**src/fep_pkg.sv**
```systemverilog
// fep_pkg: shared types, constants and palette table of the fire effect pixel engine
package fep_pkg;

    localparam int GRID_WIDTH_DEF  = 256;
    localparam int GRID_HEIGHT_DEF = 192;
    localparam int PIXEL_SCALE_DEF = 4;
    localparam int HEAT_LEVELS_DEF = 37;

    localparam int HEAT_W      = 6;
    localparam int IDX_W       = 10;
    localparam int COLOR_W     = 8;
    localparam int PAL_ENTRIES = 37;
    localparam int QUEUE_DEPTH = 4;
    localparam int QPTR_W      = $clog2(QUEUE_DEPTH);
    localparam int DIV_SHIFT   = 16;

    typedef enum logic {
        REQ_PROPAGATE = 1'b0,
        REQ_RENDER    = 1'b1
    } fep_req_t;

    // one classified item as it travels from the front part to the back part
    typedef struct packed {
        fep_req_t             kind;
        logic                 hit;
        logic                 decay;
        logic [IDX_W-1:0]     rd_row;
        logic [IDX_W-1:0]     rd_col;
        logic [IDX_W-1:0]     wr_row;
        logic [IDX_W-1:0]     wr_col;
        logic [COLOR_W-1:0]   logo_red;
        logic [COLOR_W-1:0]   logo_green;
        logic [COLOR_W-1:0]   logo_blue;
    } fep_item_t;

    // fire palette, red in the top byte
    function automatic logic [3*COLOR_W-1:0] fep_palette(input logic [HEAT_W-1:0] idx);
        logic [3*COLOR_W-1:0] rgb;
        case (idx)
            6'd0:    rgb = 24'h070707;
            6'd1:    rgb = 24'h1F0707;
            6'd2:    rgb = 24'h2F0F07;
            6'd3:    rgb = 24'h470F07;
            6'd4:    rgb = 24'h571707;
            6'd5:    rgb = 24'h671F07;
            6'd6:    rgb = 24'h771F07;
            6'd7:    rgb = 24'h8F2707;
            6'd8:    rgb = 24'h9F2F07;
            6'd9:    rgb = 24'hAF3F07;
            6'd10:   rgb = 24'hBF4707;
            6'd11:   rgb = 24'hC74707;
            6'd12:   rgb = 24'hDF4F07;
            6'd13:   rgb = 24'hDF5707;
            6'd14:   rgb = 24'hDF5707;
            6'd15:   rgb = 24'hD75F07;
            6'd16:   rgb = 24'hD75F07;
            6'd17:   rgb = 24'hD7670F;
            6'd18:   rgb = 24'hCF6F0F;
            6'd19:   rgb = 24'hCF770F;
            6'd20:   rgb = 24'hCF7F0F;
            6'd21:   rgb = 24'hCF8717;
            6'd22:   rgb = 24'hC78717;
            6'd23:   rgb = 24'hC78F17;
            6'd24:   rgb = 24'hC7971F;
            6'd25:   rgb = 24'hBF9F1F;
            6'd26:   rgb = 24'hBF9F1F;
            6'd27:   rgb = 24'hBFA727;
            6'd28:   rgb = 24'hBFA727;
            6'd29:   rgb = 24'hBFAF2F;
            6'd30:   rgb = 24'hB7AF2F;
            6'd31:   rgb = 24'hB7B72F;
            6'd32:   rgb = 24'hB7B737;
            6'd33:   rgb = 24'hCFCF6F;
            6'd34:   rgb = 24'hDFDF9F;
            6'd35:   rgb = 24'hEFEFC7;
            6'd36:   rgb = 24'hFFFFFF;
            default: rgb = 24'hFFFFFF;
        endcase
        return rgb;
    endfunction

endpackage

```
**src/fep_queue.sv**
```systemverilog
// fep_queue: short item queue between the front and back parts
module fep_queue
    import fep_pkg::*;
(
    input  logic       clk,
    input  logic       rst_n,
    input  logic       push_valid,
    output logic       push_ready,
    input  fep_item_t  push_item,
    output logic       pop_valid,
    input  logic       pop_ready,
    output fep_item_t  pop_item
);

    fep_item_t          slot_reg [QUEUE_DEPTH];
    logic [QPTR_W-1:0]  wr_ptr_reg;
    logic [QPTR_W-1:0]  wr_ptr_next;
    logic [QPTR_W-1:0]  rd_ptr_reg;
    logic [QPTR_W-1:0]  rd_ptr_next;
    logic [QPTR_W:0]    count_reg;
    logic [QPTR_W:0]    count_next;
    logic               push;
    logic               pop;

    assign push_ready = (count_reg != (QPTR_W+1)'(QUEUE_DEPTH));
    assign pop_valid  = (count_reg != '0);
    assign push       = push_valid && push_ready;
    assign pop        = pop_valid && pop_ready;
    assign pop_item   = slot_reg[rd_ptr_reg];

    always_comb
    begin
        wr_ptr_next = push ? wr_ptr_reg + QPTR_W'(1) : wr_ptr_reg;
        rd_ptr_next = pop ? rd_ptr_reg + QPTR_W'(1) : rd_ptr_reg;
        case ({push, pop})
            2'b10:   count_next = count_reg + (QPTR_W+1)'(1);
            2'b01:   count_next = count_reg - (QPTR_W+1)'(1);
            default: count_next = count_reg;
        endcase
    end

    always_ff @(posedge clk or negedge rst_n)
    begin
        if (!rst_n)
        begin
            wr_ptr_reg <= '0;
            rd_ptr_reg <= '0;
            count_reg  <= '0;
        end
        else
        begin
            wr_ptr_reg <= wr_ptr_next;
            rd_ptr_reg <= rd_ptr_next;
            count_reg  <= count_next;
        end
    end

    always_ff @(posedge clk)
    begin
        if (push)
        begin
            slot_reg[wr_ptr_reg] <= push_item;
        end
    end

endmodule

```
**config.mk**
```make
export PLATFORM = sky130hd
export DESIGN_NAME = fep_queue
export DESIGN_NICKNAME = d
export VERILOG_FILES = /design/src/fep_pkg.sv /design/src/fep_queue.sv
export SDC_FILE = /design/constraint.sdc
export NUM_CORES = 1
export LEC_CHECK = 0
export ABC_CLOCK_PERIOD_IN_PS = 2950
export BUFFER_PORTS_ARGS = -buffer_cell sky130_fd_sc_hd__buf_2
export CORE_MARGIN = 2
export CORE_UTILIZATION = 57
export DETAILED_ROUTE_END_ITERATION = 8
export PLACE_DENSITY = 0.79
export RECOVER_POWER = 50
export SLEW_MARGIN = 10
export SYNTH_ARGS = -nofsm -noshare
export SYNTH_HDL_FRONTEND = slang
export SYNTH_SLANG_ARGS = --single-unit
```
**constraint.sdc**
```tcl
create_clock -name clk -period 2.95 [get_ports clk]
set_input_delay 0.59 -clock clk [delete_from_list [all_inputs] [get_ports clk]]
set_output_delay 0.59 -clock clk [all_outputs]
set_load 0.05 [all_outputs]
```
; Word level (Yosys, flattened, before mapping)
; Memory sizes are Yosys's and may differ from the RTL's.
; Index checks and enable logic that the tools add are counted.
[word_totals]
reg_bits = 7
mem_count = 1
ramBits = 268
wordCells = 18
inputBits = 71
out_inout_bits = 69
[mem_list]
columns = memory, depth, width, rd, rd_ports_with_merged_regs, wr, line_no
row1 = slot_reg, 4, 67, 1, 0, 1, fep_queue.sv:15  ; fep_item_t slot_reg [QUEUE_DEPTH];
[op_classes]
n_mux = 3
n_eq_ne = 3
reduce_logical = 4
n_addsub = 4
[op_table]
columns = op, n
row1 = one-hot mux 3 bit (2 select lines), 1
row2 = "adder 2 x 1 -> 2 bit, second input constant", 2
row3 = "adder 3 x 1 -> 3 bit, second input constant", 1
row4 = "inequality test 3 bit, second input constant", 1
row5 = nonzero test 3 bit, 1
row6 = "subtractor 3 x 1 -> 3 bit, second input constant", 1
row7 = "equality test 2 x 1 -> 1 bit, second input constant", 1
row8 = "equality test 2 bit, second input constant", 1
row9 = logical AND 1 bit, 2
row10 = 2-to-1 mux 1 bit, 2
row11 = nonzero test 2 bit, 1

; Longest topological paths before layout
[depth]
ltp_word = 4
ltp_mapped = 9
mapped_depth_nobuf = 9

; Worst setup path after synthesis
; OpenSTA, ideal clock, no wires.
[synth_timing]
path_type = reg2reg
startpoint = reg count_reg[0]
endpoint = reg count_reg[2]
path_slack_ps = 748
setup_ps = 79
t_arrival_ps = 2123
path_buffers = 0
required_time_ps = 2871
synth_period_minus_slack_ps = 2202
path_stages_with_launch = 10
cell_sequence = dfrtp_1 or3b_4 and2_4 inv_1 ha_1 inv_1 fa_1 xor2_1 nor2_1 xor2_1
[synth_between]
elab_chain_len = 4
word_cells_on_any_way = 10
cone_classes = add/sub: 2 / eq/ne: 3 / mux: 1 / reduce/logical: 4
[synth_rtl]
columns = element, line_no
row1 = from (decl), fep_queue.sv:20  ; logic [QPTR_W:0] count_reg;
row2 = from (signal assigned), fep_queue.sv:54  ; count_reg <= count_next;
row3 = inequality test 3 bit (*), fep_queue.sv:25  ; assign push_ready = (count_reg != (QPTR_W+1)'(QUEUE_DEPTH));
row4 = via push_ready, fep_queue.sv:8  ; output logic push_ready,
row5 = logical AND 1 bit (*), fep_queue.sv:27  ; assign push = push_valid && push_ready;
row6 = equality test 2 x 1 -> 1 bit / equality test 2 bit (equally long branches), fep_queue.sv:35  ; case ({push, pop})
row7 = one-hot mux 3 bit (2 select lines) / nonzero test 2 bit (equally long branches), -
; Mark *: on every way through the listed nets, which the timed path passes. The rest lies on a longest branch.
; A chain may end at the register's enable or synchronous reset.

==> summary.txt <==
STA
  • Unrepaired setup endpoints after global routing: false
  • Sum Neg Setup Slack: 0 ps
  • Final setup violating endpoints: 0
  • Worst hold margin: 323.2 ps
  • Fin crit share: 94.46%
  • Clock Skew: 13.24 ps
  • Final Critical Period: 2787 ps
  • Max Clk Rate: 0.3589 GHz
  • Slew @ Worst Pin: 1401 ps
  • Max Slew Vio Count: 0
  • Crit path setup slack, layout: 163.4 ps
  • Rel. slew slack: 6.622%
  • Fin. Hold Viols: 0

Synth
  • Netlist Area Pre-Place: 10090 µm²
  • Post-Syn Instances: 388
  • Post-Syn Nets: 465
  • Main area contributors after synthesis: edfxtp_1, mux4_2, dfrtp_1
  • Commonest cells post-synth: edfxtp_1, mux4_2, buf_2
  • Fraction of registers with async set or reset after synthesis: 2.545%
  • Area leader, netlist: edfxtp_1
  • Synth top area share: 79.73%
  • Seq cells post-synth: 275
  • Avg Cell Area, Syn: 26.01 µm²
  • Number of synthesized flops with an enable pin: 268
  • Synth unique cells: 21
  • Yosys warnings: 0
  • Top-count cell post-synth: edfxtp_1
  • Sequential area share after synthesis: 81.47%
  • Top FF cell, synth: edfxtp_1

Setup path
  • Kind of critical path: reg2out
  • R2R depth: 3
  • Crit path from: rd_ptr_reg[0]
  • Critical path required time: 2360 ps
  • R2R Path End: slot_reg[1][63]
  • Setup crit end kind: output port
  • Critical register-to-register path startpoint: count_reg[2]
  • Setup slack, reg-to-reg: 400 ps
  • End point of the critical path: pop_item[31]
  • Arrival time worst endpoint: 2200 ps
  • Crit path max fanout: 25
  • Setup crit start kind: flip-flop

Clock network
  • Worst-path clk slew: 60 ps
  • H-tree depth: 1
  • CTS resizes: 0
  • Clock root cell: clkbuf_16
  • CTS tree: built
  • Worst skew pair latency: 520 ps
  • Clock Sinks: 275
  • Total CTS buffers: 27
  • Clock Path Buffers: 3

Power
  • PwrDens: 1180 nW/µm²
  • VDD IR max: 0.8244 mV
  • P_leak: 3.948 nW
  • Total power draw: 14.01 mW

Global routing
  • Largest net degree at the start of global routing: 45
  • Total gr overflow: 0
  • Met1 Use GR: 25.57%
  • GRT Max-Usage Layer: met2
  • GR Layer Usage met2: 31.34%
  • First-pass GRT wire length: 26430 µm
  • Total track usage: 19.02%
  • Vias in the first global route: 4711
  • Initial antenna violation count: 1
  • Grt met3 use: 4.704%

Floorplan
  • Starting density of the core: 58.36%
  • Die width: 137.1 µm
  • Number of top-level pins: 140
  • Die area: 18790 µm²
  • Die Span Y: 137.1 µm
  • Core Area: 17300 µm²
  • Number of cell rows: 48

Drt
  • Initial DRC count: 290
  • Vias: 4531
  • Vias/cell: 5.714
  • Post-DRT Antenna Nets: 0
  • Post-Route WL: 17590 µm
  • Drt wl/cell: 22.18 µm
  • DRC violations left: 0
  • TritonRoute pass-1 iters: 6

Place
  • Pre-CTS WS: 662.0 ps
  • Port Buffers: 139
  • Routability cong.: 0.6921
  • DP Wirelength: 10390 µm

Worst hold path
  • Hold Path Class: in2reg

Cells and area
  • Antenna cells: 0
  • Fin nets: 625
  • Area grow syn2layout: 17.62%
  • Max reg flops: 268
  • Share of layout cells above drive strength 1: 33.10%

Run
  • Max-cap violation count: 0

Run status
  • Run status: finished, final reports clean
area by class of cell:
class	instances	area (µm²)
clock buffers	32	694.4
multi-input cells	91	1750
well taps	225	281.5
flip-flops and latches	275	8230
fillers	1103	5425
inverters	6	22.52
repair buffers	147	748.2
clock inverters	17	143.9
power by group:
part	switching [mW]	internal, mW
clock network	1.37	1.86
registers	0.281	5.18
logic	3.71	1.62
layout by cell type, fill, tap and decap left out:
master | netlist | routed
edfxtp_1 | 268 | 268
clkbuf_1 | 5 | 73
buf_2 | 8 | 71
mux4_2 | 64 | 64
clkbuf_16 | 0 | 27
clkinv_2 | 0 | 7
inv_1 | 6 | 6
buf_12 | 0 | 6
ha_1 | 5 | 5
dfrtp_1 | 7 | 5
clkinv_1 | 0 | 4
mux4_1 | 3 | 3
and3_1 | 0 | 3
xnor2_1 | 3 | 3
xor2_1 | 3 | 3
bufinv_16 | 0 | 2
clkinv_4 | 0 | 2
dfrtp_4 | 0 | 2
o31a_2 | 1 | 1
or3b_1 | 0 | 1
and2_0 | 0 | 1
and3_4 | 0 | 1
or3_2 | 1 | 1
mux2i_1 | 1 | 1
mux2_4 | 1 | 1
nand2_1 | 1 | 1
nor2_1 | 1 | 1
fa_1 | 1 | 1
inv_6 | 0 | 1
clkinvlp_4 | 0 | 1
dlygate4sd3_1 | 0 | 1
buf_4 | 0 | 1
cell families (layout without fill, tap and decap cells):
family | Yosys count | after routing | share of synthesized area, %
buf+inv | 22 | 202 | 1.140
fa+ha+maj | 6 | 6 | 0.8182
xor+xnor | 6 | 6 | 0.5207
simple gates | 9 | 9 | 0.6446
mux | 69 | 69 | 15.31
compound gates | 1 | 1 | 0.09917
flops | 275 | 275 | 81.47
per-stage QoR:
stage | cell area (µm²) | std cells | util [%]
after floorplan | 10090 | 388 | -
after global placement | 11130 | 743 | 64.34
after detailed placement | 11130 | 743 | 64.34
after CTS | 11980 | 793 | 69.24
after global routing | 11870 | 793 | 68.63
final | 11870 | 793 | 68.63
routing by layer:
layer	up-vias	part of all wire, %
li1	1980	-
met1	2354	40
met2	165	51
met3	30	7.2
met4	2	1.6
met5	-	0.063
worst min-delay path by stage:
stage	from	endpoint	slack, ps	cells past startpoint
floorplan	rst_n	count_reg[0]	290	0
global placement	rst_n	count_reg[2]	440	1
detailed placement	rst_n	count_reg[2]	450	1
CTS	push_item[17]	slot_reg[1][17]	260	1
global route	push_item[7]	slot_reg[2][7]	310	1
finish	push_item[5]	slot_reg[3][5]	320	1
repair_timing:
item                       CTS  global route
setup endpoints to repair    0             0
setup buffers                0             0
hold endpoints to repair     7             0
hold buffers                 1             0
worst max-delay path, cell delays in order (launching register included):
cell	delay, ps
dfrtp_4	420
buf_4	420
mux4_2	590
buf_2	230
Power figures use the tool's default switching activity.
