<file path="config.mk">
export PLATFORM = sky130hd
export DESIGN_NAME = fep_front
export DESIGN_NICKNAME = d
export VERILOG_FILES = /design/src/fep_pkg.sv /design/src/fep_front.sv
export SDC_FILE = /design/constraint.sdc
export NUM_CORES = 1
export LEC_CHECK = 0
export ABC_AREA = 1
export CAP_MARGIN = 20
export CORE_ASPECT_RATIO = 2
export CORE_MARGIN = 3
export CORE_UTILIZATION = 60
export CTS_BUF_LIST = sky130_fd_sc_hd__clkbuf_8 sky130_fd_sc_hd__clkbuf_16
export DETAILED_ROUTE_END_ITERATION = 10
export DONT_BUFFER_PORTS = 1
export PLACE_DENSITY = 0.76
export REMOVE_ABC_BUFFERS = 1
export SLEW_MARGIN = 15
export SYNTH_ARGS = -nofsm -noshare
export SYNTH_HDL_FRONTEND = slang
export SYNTH_SLANG_ARGS = --single-unit
</file>
<file path="constraint.sdc">
create_clock -name clk -period 16.1 [get_ports clk]
set_input_delay 0.805 -clock clk [delete_from_list [all_inputs] [get_ports clk]]
set_output_delay 0.805 -clock clk [all_outputs]
set_load 0.01 [all_outputs]
</file>
<file path="src/fep_pkg.sv">
// fep_pkg: shared types, constants and palette table of the fire effect pixel engine
package fep_pkg;

    localparam int GRID_WIDTH_DEF  = 256;
    localparam int GRID_HEIGHT_DEF = 192;
    localparam int PIXEL_SCALE_DEF = 4;
    localparam int HEAT_LEVELS_DEF = 37;

    localparam int HEAT_W      = 6;
    localparam int IDX_W       = 10;
    localparam int COLOR_W     = 8;
    localparam int PAL_ENTRIES = 37;
    localparam int QUEUE_DEPTH = 4;
    localparam int QPTR_W      = $clog2(QUEUE_DEPTH);
    localparam int DIV_SHIFT   = 16;

    typedef enum logic {
        REQ_PROPAGATE = 1'b0,
        REQ_RENDER    = 1'b1
    } fep_req_t;

    // one classified item as it travels from the front part to the back part
    typedef struct packed {
        fep_req_t             kind;
        logic                 hit;
        logic                 decay;
        logic [IDX_W-1:0]     rd_row;
        logic [IDX_W-1:0]     rd_col;
        logic [IDX_W-1:0]     wr_row;
        logic [IDX_W-1:0]     wr_col;
        logic [COLOR_W-1:0]   logo_red;
        logic [COLOR_W-1:0]   logo_green;
        logic [COLOR_W-1:0]   logo_blue;
    } fep_item_t;

    // fire palette, red in the top byte
    function automatic logic [3*COLOR_W-1:0] fep_palette(input logic [HEAT_W-1:0] idx);
        logic [3*COLOR_W-1:0] rgb;
        case (idx)
            6'd0:    rgb = 24'h070707;
            6'd1:    rgb = 24'h1F0707;
            6'd2:    rgb = 24'h2F0F07;
            6'd3:    rgb = 24'h470F07;
            6'd4:    rgb = 24'h571707;
            6'd5:    rgb = 24'h671F07;
            6'd6:    rgb = 24'h771F07;
            6'd7:    rgb = 24'h8F2707;
            6'd8:    rgb = 24'h9F2F07;
            6'd9:    rgb = 24'hAF3F07;
            6'd10:   rgb = 24'hBF4707;
            6'd11:   rgb = 24'hC74707;
            6'd12:   rgb = 24'hDF4F07;
            6'd13:   rgb = 24'hDF5707;
            6'd14:   rgb = 24'hDF5707;
            6'd15:   rgb = 24'hD75F07;
            6'd16:   rgb = 24'hD75F07;
            6'd17:   rgb = 24'hD7670F;
            6'd18:   rgb = 24'hCF6F0F;
            6'd19:   rgb = 24'hCF770F;
            6'd20:   rgb = 24'hCF7F0F;
            6'd21:   rgb = 24'hCF8717;
            6'd22:   rgb = 24'hC78717;
            6'd23:   rgb = 24'hC78F17;
            6'd24:   rgb = 24'hC7971F;
            6'd25:   rgb = 24'hBF9F1F;
            6'd26:   rgb = 24'hBF9F1F;
            6'd27:   rgb = 24'hBFA727;
            6'd28:   rgb = 24'hBFA727;
            6'd29:   rgb = 24'hBFAF2F;
            6'd30:   rgb = 24'hB7AF2F;
            6'd31:   rgb = 24'hB7B72F;
            6'd32:   rgb = 24'hB7B737;
            6'd33:   rgb = 24'hCFCF6F;
            6'd34:   rgb = 24'hDFDF9F;
            6'd35:   rgb = 24'hEFEFC7;
            6'd36:   rgb = 24'hFFFFFF;
            default: rgb = 24'hFFFFFF;
        endcase
        return rgb;
    endfunction

endpackage

</file>
<file path="src/fep_front.sv">
// fep_front: input register stage that classifies items and works out grid coordinates
module fep_front
    import fep_pkg::*;
#(
    parameter int GRID_WIDTH  = GRID_WIDTH_DEF,
    parameter int GRID_HEIGHT = GRID_HEIGHT_DEF,
    parameter int PIXEL_SCALE = PIXEL_SCALE_DEF
)
(
    input  logic                clk,
    input  logic                rst_n,
    input  logic                in_valid,
    output logic                in_ready,
    input  logic                req_type,
    input  logic [7:0]          cell_row,
    input  logic [7:0]          cell_column,
    input  logic                decay,
    input  logic signed [1:0]   spread,
    input  logic [IDX_W-1:0]    pixel_row,
    input  logic [IDX_W-1:0]    pixel_column,
    input  logic [COLOR_W-1:0]  logo_red,
    input  logic [COLOR_W-1:0]  logo_green,
    input  logic [COLOR_W-1:0]  logo_blue,
    input  logic                busy,
    output logic                push_valid,
    output fep_item_t           push_item,
    input  logic                push_ready
);

    localparam int RECIP = (2**DIV_SHIFT + PIXEL_SCALE - 1) / PIXEL_SCALE;
    localparam int PROD_W = IDX_W + DIV_SHIFT + 1;

    logic        f_valid_reg;
    logic        f_valid_next;
    fep_item_t   f_item_reg;
    fep_item_t   f_item_next;
    logic        accept;

    logic [PROD_W-1:0]  prow_prod;
    logic [PROD_W-1:0]  pcol_prod;
    logic [IDX_W-1:0]   prow;
    logic [IDX_W-1:0]   pcol;
    logic signed [11:0] dst_sum;
    logic signed [11:0] dst_wrap;
    logic [IDX_W:0]     src_row;

    assign in_ready = !busy && (!f_valid_reg || push_ready);
    assign accept   = in_valid && in_ready;

    // divide by the pixel scale through a reciprocal multiply
    assign prow_prod = PROD_W'(pixel_row) * PROD_W'(RECIP);
    assign pcol_prod = PROD_W'(pixel_column) * PROD_W'(RECIP);
    assign prow      = prow_prod[DIV_SHIFT +: IDX_W];
    assign pcol      = pcol_prod[DIV_SHIFT +: IDX_W];

    assign src_row = (IDX_W+1)'(cell_row) + (IDX_W+1)'(1);

    // destination column, wrapped across the grid width
    always_comb
    begin
        dst_sum = $signed({4'b0000, cell_column}) + 12'(spread);
        if (dst_sum < 12'sd0)
        begin
            dst_wrap = dst_sum + $signed(12'(GRID_WIDTH));
        end
        else if (dst_sum >= $signed(12'(GRID_WIDTH)))
        begin
            dst_wrap = dst_sum - $signed(12'(GRID_WIDTH));
        end
        else
        begin
            dst_wrap = dst_sum;
        end
    end

    always_comb
    begin
        f_item_next            = f_item_reg;
        f_item_next.decay      = decay;
        f_item_next.logo_red   = logo_red;
        f_item_next.logo_green = logo_green;
        f_item_next.logo_blue  = logo_blue;
        if (req_type == REQ_RENDER)
        begin
            f_item_next.kind   = REQ_RENDER;
            f_item_next.hit    = ((IDX_W+1)'(prow) < (IDX_W+1)'(GRID_HEIGHT))
                              && ((IDX_W+1)'(pcol) < (IDX_W+1)'(GRID_WIDTH));
            f_item_next.rd_row = prow;
            f_item_next.rd_col = pcol;
            f_item_next.wr_row = prow;
            f_item_next.wr_col = pcol;
        end
        else
        begin
            f_item_next.kind   = REQ_PROPAGATE;
            f_item_next.hit    = (src_row < (IDX_W+1)'(GRID_HEIGHT))
                              && ((IDX_W+1)'(cell_column) < (IDX_W+1)'(GRID_WIDTH));
            f_item_next.rd_row = src_row[IDX_W-1:0];
            f_item_next.rd_col = IDX_W'(cell_column);
            f_item_next.wr_row = IDX_W'(cell_row);
            f_item_next.wr_col = dst_wrap[IDX_W-1:0];
        end
    end

    always_comb
    begin
        if (accept)
        begin
            f_valid_next = 1'b1;
        end
        else if (push_ready)
        begin
            f_valid_next = 1'b0;
        end
        else
        begin
            f_valid_next = f_valid_reg;
        end
    end

    always_ff @(posedge clk or negedge rst_n)
    begin
        if (!rst_n)
        begin
            f_valid_reg <= 1'b0;
        end
        else
        begin
            f_valid_reg <= f_valid_next;
        end
    end

    always_ff @(posedge clk)
    begin
        if (accept)
        begin
            f_item_reg <= f_item_next;
        end
    end

    assign push_valid = f_valid_reg;
    assign push_item  = f_item_reg;

endmodule

</file>
Yosys cells after proc, flatten, opt, wreduce, memory -nomap -nowiden:

Index checks and enable logic that the tools add are counted.

* add/subtract/negate cells: 4
* $lt $le $gt $ge: 5
* muxes and demuxes: 6
* reduce and logical (&&, ||, !) cells: 7

Operators by type and width (count)
* $mux W38: 1
* $mux W10: 2
* $add A10 B10 Y10 const B: 1
* $add A9 B2 Y10: 1
* $ge A10 B10 Y1 const B: 1
* $lt A10 B1 Y1 const B: 1
* $sub A10 B10 Y10 const B: 1
* $add A8 B1 Y9 const B: 1
* $lt A8 B9 Y1 const B: 1
* $lt A9 B8 Y1 const B: 1
* $lt A8 B8 Y1 const B: 1
* $logic_and A1 B1 Y1: 3
* $logic_not A1 Y1: 2
* $mux W1: 2
* $mux W2: 1
* $reduce_bool A2 Y1: 1
* $logic_or A1 B1 Y1: 1

* bits in registers: 67
* input port bits: 69
* output and inout port bits: 69
* logic and storage cells: 35

Longest topological paths before layout:

* depth after elaboration: 5
* gate-level depth with buffers: 13
* mapped depth without buffers: 13

Least setup slack after synthesis:

Ideal clock, no wire load.

* path type: input-to-reg
* start point: input port busy
* end point: register f_item_reg (netlist bit push_item[0]), enable pin
* setup time: 0.556 ns
* arrival: 5.065 ns
* required time: 15.544 ns
* slack: 10.480 ns
* stages on the path: 1
* buffers on the path: 0
* path through: nor3_1

* cells in the longest elaborated chain, start to end: 3

Ends and longest elaborated chain
* from (decl): line fep_front.sv:24 `input logic busy,`
* $logic_not A1 Y1: line fep_front.sv:47 `assign in_ready = !busy && (!f_valid_reg || push_ready);`
* $logic_and A1 B1 Y1: line fep_front.sv:47
* $logic_and A1 B1 Y1: line fep_front.sv:48 `assign accept = in_valid && in_ready;`
* to (signal assigned): line fep_front.sv:137 `f_item_reg <= f_item_next;`
* to (decl): line fep_front.sv:35 `fep_item_t f_item_reg;`

No other way between the ends.
A chain may end at the register's enable or synchronous reset.

==> results.py <==
metrics = {
    "pwr": {
        "ir_drop_mv": 0.07688,
        "pwr-share-comb_pct": 8.0,
        "p_clk_share_pct": 39.0,
        "leakagePower_nw": 1.282,
        "pwr_density_cell_mw_per_mm2": 118.3,
        "p_seq_share_pct": 53.0,
        "power.internal_w": 0.0002844,
        "power_w": 0.0003679,
        "switchingPower_w": 0.00008343,
        "p_sw_share_pct": 22.68,
    },
    "route": {
        "vias": 1861,
        "routedWlPerCell_um": 17.37,
        "viasPerCell": 5.605,
        "dr.first_iter.drc_count": 43,
        "dr.pass1.iters": 4,
        "routed_wl_um": 5768,
        "antenna_left": 0,
        "drc_errors": 0,
    },
    "floorplan": {
        "rows": 35,
        "die_w_um": 54.88,
        "num_io_pins": 138,
        "die-area_mm2": 0.005693,
        "start_util_pct": 62.34,
        "core-area_mm2": 0.004598,
        "die_h_um": 103.8,
    },
    "global_route": {
        "grt_max_degree": 62,
        "grt_use_total_pct": 21.74,
        "overflow": 0,
        "grt_pass1_vias": 1783,
        "grt_first_pass_wirelength_um": 8590,
        "grt_antenna_before_repair": 0,
    },
    "layout": {
        "stdcell_area_mm2": 0.003109,
        "fin_util_pct": 67.62,
        "diodes": 0,
        "fin_nets": 352,
        "area_growth_pct": 8.468,
        "drive_above_1_share_pct": 9.025,
        "fill_cells": 362,
    },
    "logic_synthesis": {
        "ys_seq_area_share_pct": 64.78,
        "synth.distinct_cells": 30,
        "ys_seq_elements": 62,
        "ys_warn_count": 0,
        "synth_cells": 267,
        "synth.avg_cell_area_um2": 10.74,
        "synth_area_mm2": 0.002866,
    },
    "critical_path": {
        "crit_buf_inv": 2,
        "start_kind": "input port",
        "critPathMaxStageDelay_ns": 0.36,
        "reg2reg_from": "push_valid",
        "critPathKind": "input port to flip-flop",
        "r2r_setup_slack_ns": 14.41,
        "cp_slowest_cell": "fa_1",
        "critPathTopFamily": "adder cells",
        "crit_path_max_fanout": 3,
        "r2r_end": "push_item[58]",
        "arrival_ns": 2.13,
        "reg2reg_depth": 4,
        "crit_top_cell": "nand2_1",
        "end_kind": "flip-flop",
        "cp.required_ns": 16.17,
        "path_cells": "ha_1, inv_1, fa_1, inv_1, nand2_1, a21oi_2, nand2_1, nand2_1, nand2_1, nand3_1, o21ai_1",
    },
    "clock_network": {
        "numCtsBuffers": 9,
        "clock_path_buffers": 2,
        "path_clk_slew_ns": 0.07,
        "postCtsSetupRepairBufs": 0,
        "cts_tree": "yes",
        "clock_latency_ns": 0.33,
        "hold_buffers": 0,
        "cts-root-buf": "clkbuf_8",
        "clock-sinks": 62,
        "h-tree-depth": 3,
        "cts_resized": 0,
    },
    "sta": {
        "finalHoldViolCount": 0,
        "slew_viol_final": 0,
        "setup-violations-final": 0,
        "worst_pin_slew_ns": 0.7245,
        "period_needed_ns": 2.066,
        "fmax_mhz": 484.0,
        "rsz0062_at_grt": "false",
        "worst_clock_skew_ns": 0.01235,
        "fin_crit_sh_pct": 12.83,
        "finalSetupTns_ns": 0,
        "maxSlewHeadroom_pct": 51.70,
        "fin_ws_ns": 14.03,
    },
    "place": {
        "hpwl_um": 4425,
        "dp_slack_ns": 13.66,
        "placed_cell_area_mm2": 0.002895,
        "numPortBuffers": 0,
        "place_congestion": 0.7880,
    },
    "status": {
        "outcome": "finished clean",
    },
    "job": {
        "maxCapViolations": 0,
    },
    "min_path": {
        "hp-class": "input port to asynchronous set/reset pin",
    },
}
[worst max-delay path by stage]
stage	startpoint	endpoint	depth (start not counted)
floorplan	busy	push_item[0]	1
detailed placement	cell_column[0]	push_item[30]	11
finish	cell_column[0]	push_item[30]	11
global placement	cell_column[0]	push_item[30]	11
CTS	cell_column[0]	push_item[30]	11
global route	cell_column[0]	push_item[30]	11
[routing by layer]
layer | vias up | part of all wire (%) | wire [um] | track usage, %
met5 | - | 0 | 0 | 0
met1 | 849 | 33 | 1904 | 21.04
met3 | 13 | 8.6 | 495 | 8.201
met2 | 96 | 55 | 3186 | 36.78
li1 | 903 | - | - | -
met4 | 0 | 3.2 | 182 | 11.59
[cells in the final DEF (no fill, tap or decap), types with 2 or more instances in the layout]
master / n
inv_1: 27
o21ai_1: 10
o211ai_1: 2
o22ai_1: 2
nand4_1: 2
nand2_1: 79
conb_1: 5
nor2_1: 19
inv_2: 4
xor2_1: 2
nand3_1: 14
o21ai_0: 9
a21oi_1: 4
edfxtp_1: 61
ha_1: 10
clkbuf_8: 9
bufinv_16: 2
[worst register-to-register path, stage by stage, from the launching register on]
cell and delay, ns:
dfrtp_1 0.42, inv_1 0.09, nor2_1 0.06, nor3_2 0.11
buf_4 0.61
[power by group through the flow]
stage                     Sequential (W)  Clock [W]  Combinational (W)
after CTS                       0.000195   0.000146          0.0000299
after global routing            0.000195   0.000155          0.0000346
after detailed placement        0.000199          0          0.0000297
after global placement          0.000198          0          0.0000287
final                           0.000195   0.000143          0.0000296
after floorplan                 0.000198          0          0.0000240
[Yosys cell counts, drive strengths merged]
library cell | number | area share (%)
o22ai | 2 | 0.44
fa | 1 | 0.70
nor3 | 2 | 0.35
a21oi | 5 | 1.0
nand4 | 2 | 0.44
o31ai | 1 | 0.26
clkbuf | 1 | 0.13
ha | 10 | 4.4
nand3 | 15 | 2.8
nor2 | 21 | 3.1
o21ai | 19 | 3.3
buf | 10 | 2.2
nand2 | 80 | 11
or2 | 1 | 0.22
nand3b | 1 | 0.26
xor2 | 2 | 0.61
o211ai | 2 | 0.52
dfrtp | 1 | 0.87
inv | 29 | 3.8
conb | 1 | 0.13
edfxtp | 61 | 64
[registers in the layout, summed over array words and instances, names as in the netlist]
signal and flops:
push_item 61, push_valid 1
[layout make-up]
class	count	area [um2]	area share, %
Clock inverter	7	90.09	2.897
Clock buffer	9	123.9	3.984
Timing Repair Buffer	1	7.507	0.2414
Tap cell	55	68.82	2.213
Multi-Input combinational cell	169	853.3	27.44
Inverter	29	108.9	3.501
Sequential cell	62	1857	59.72
[logic make-up (layout without fill, tap and decap cells)]
kind of cell	after synthesis	after routing	share of synthesized area, %
simple gates	122	122	17.72
flops	62	62	64.78
buf+inv	40	46	6.154
compound gates	29	29	5.543
fa+ha+maj	11	11	5.063
xor+xnor	2	2	0.6112
other cells	1	5	0.1308
[per-stage QoR]
| stage | cells | hold WS, ns |
|---|---|---|
| after floorplan | 260 | 0.5094 |
| after global placement | 316 | 0.5094 |
| after detailed placement | 316 | 0.5095 |
| after CTS | 332 | 0.1515 |
| after global routing | 332 | 0.1320 |
| final | 332 | 0.1631 |
Power figures use the tool's default switching activity.
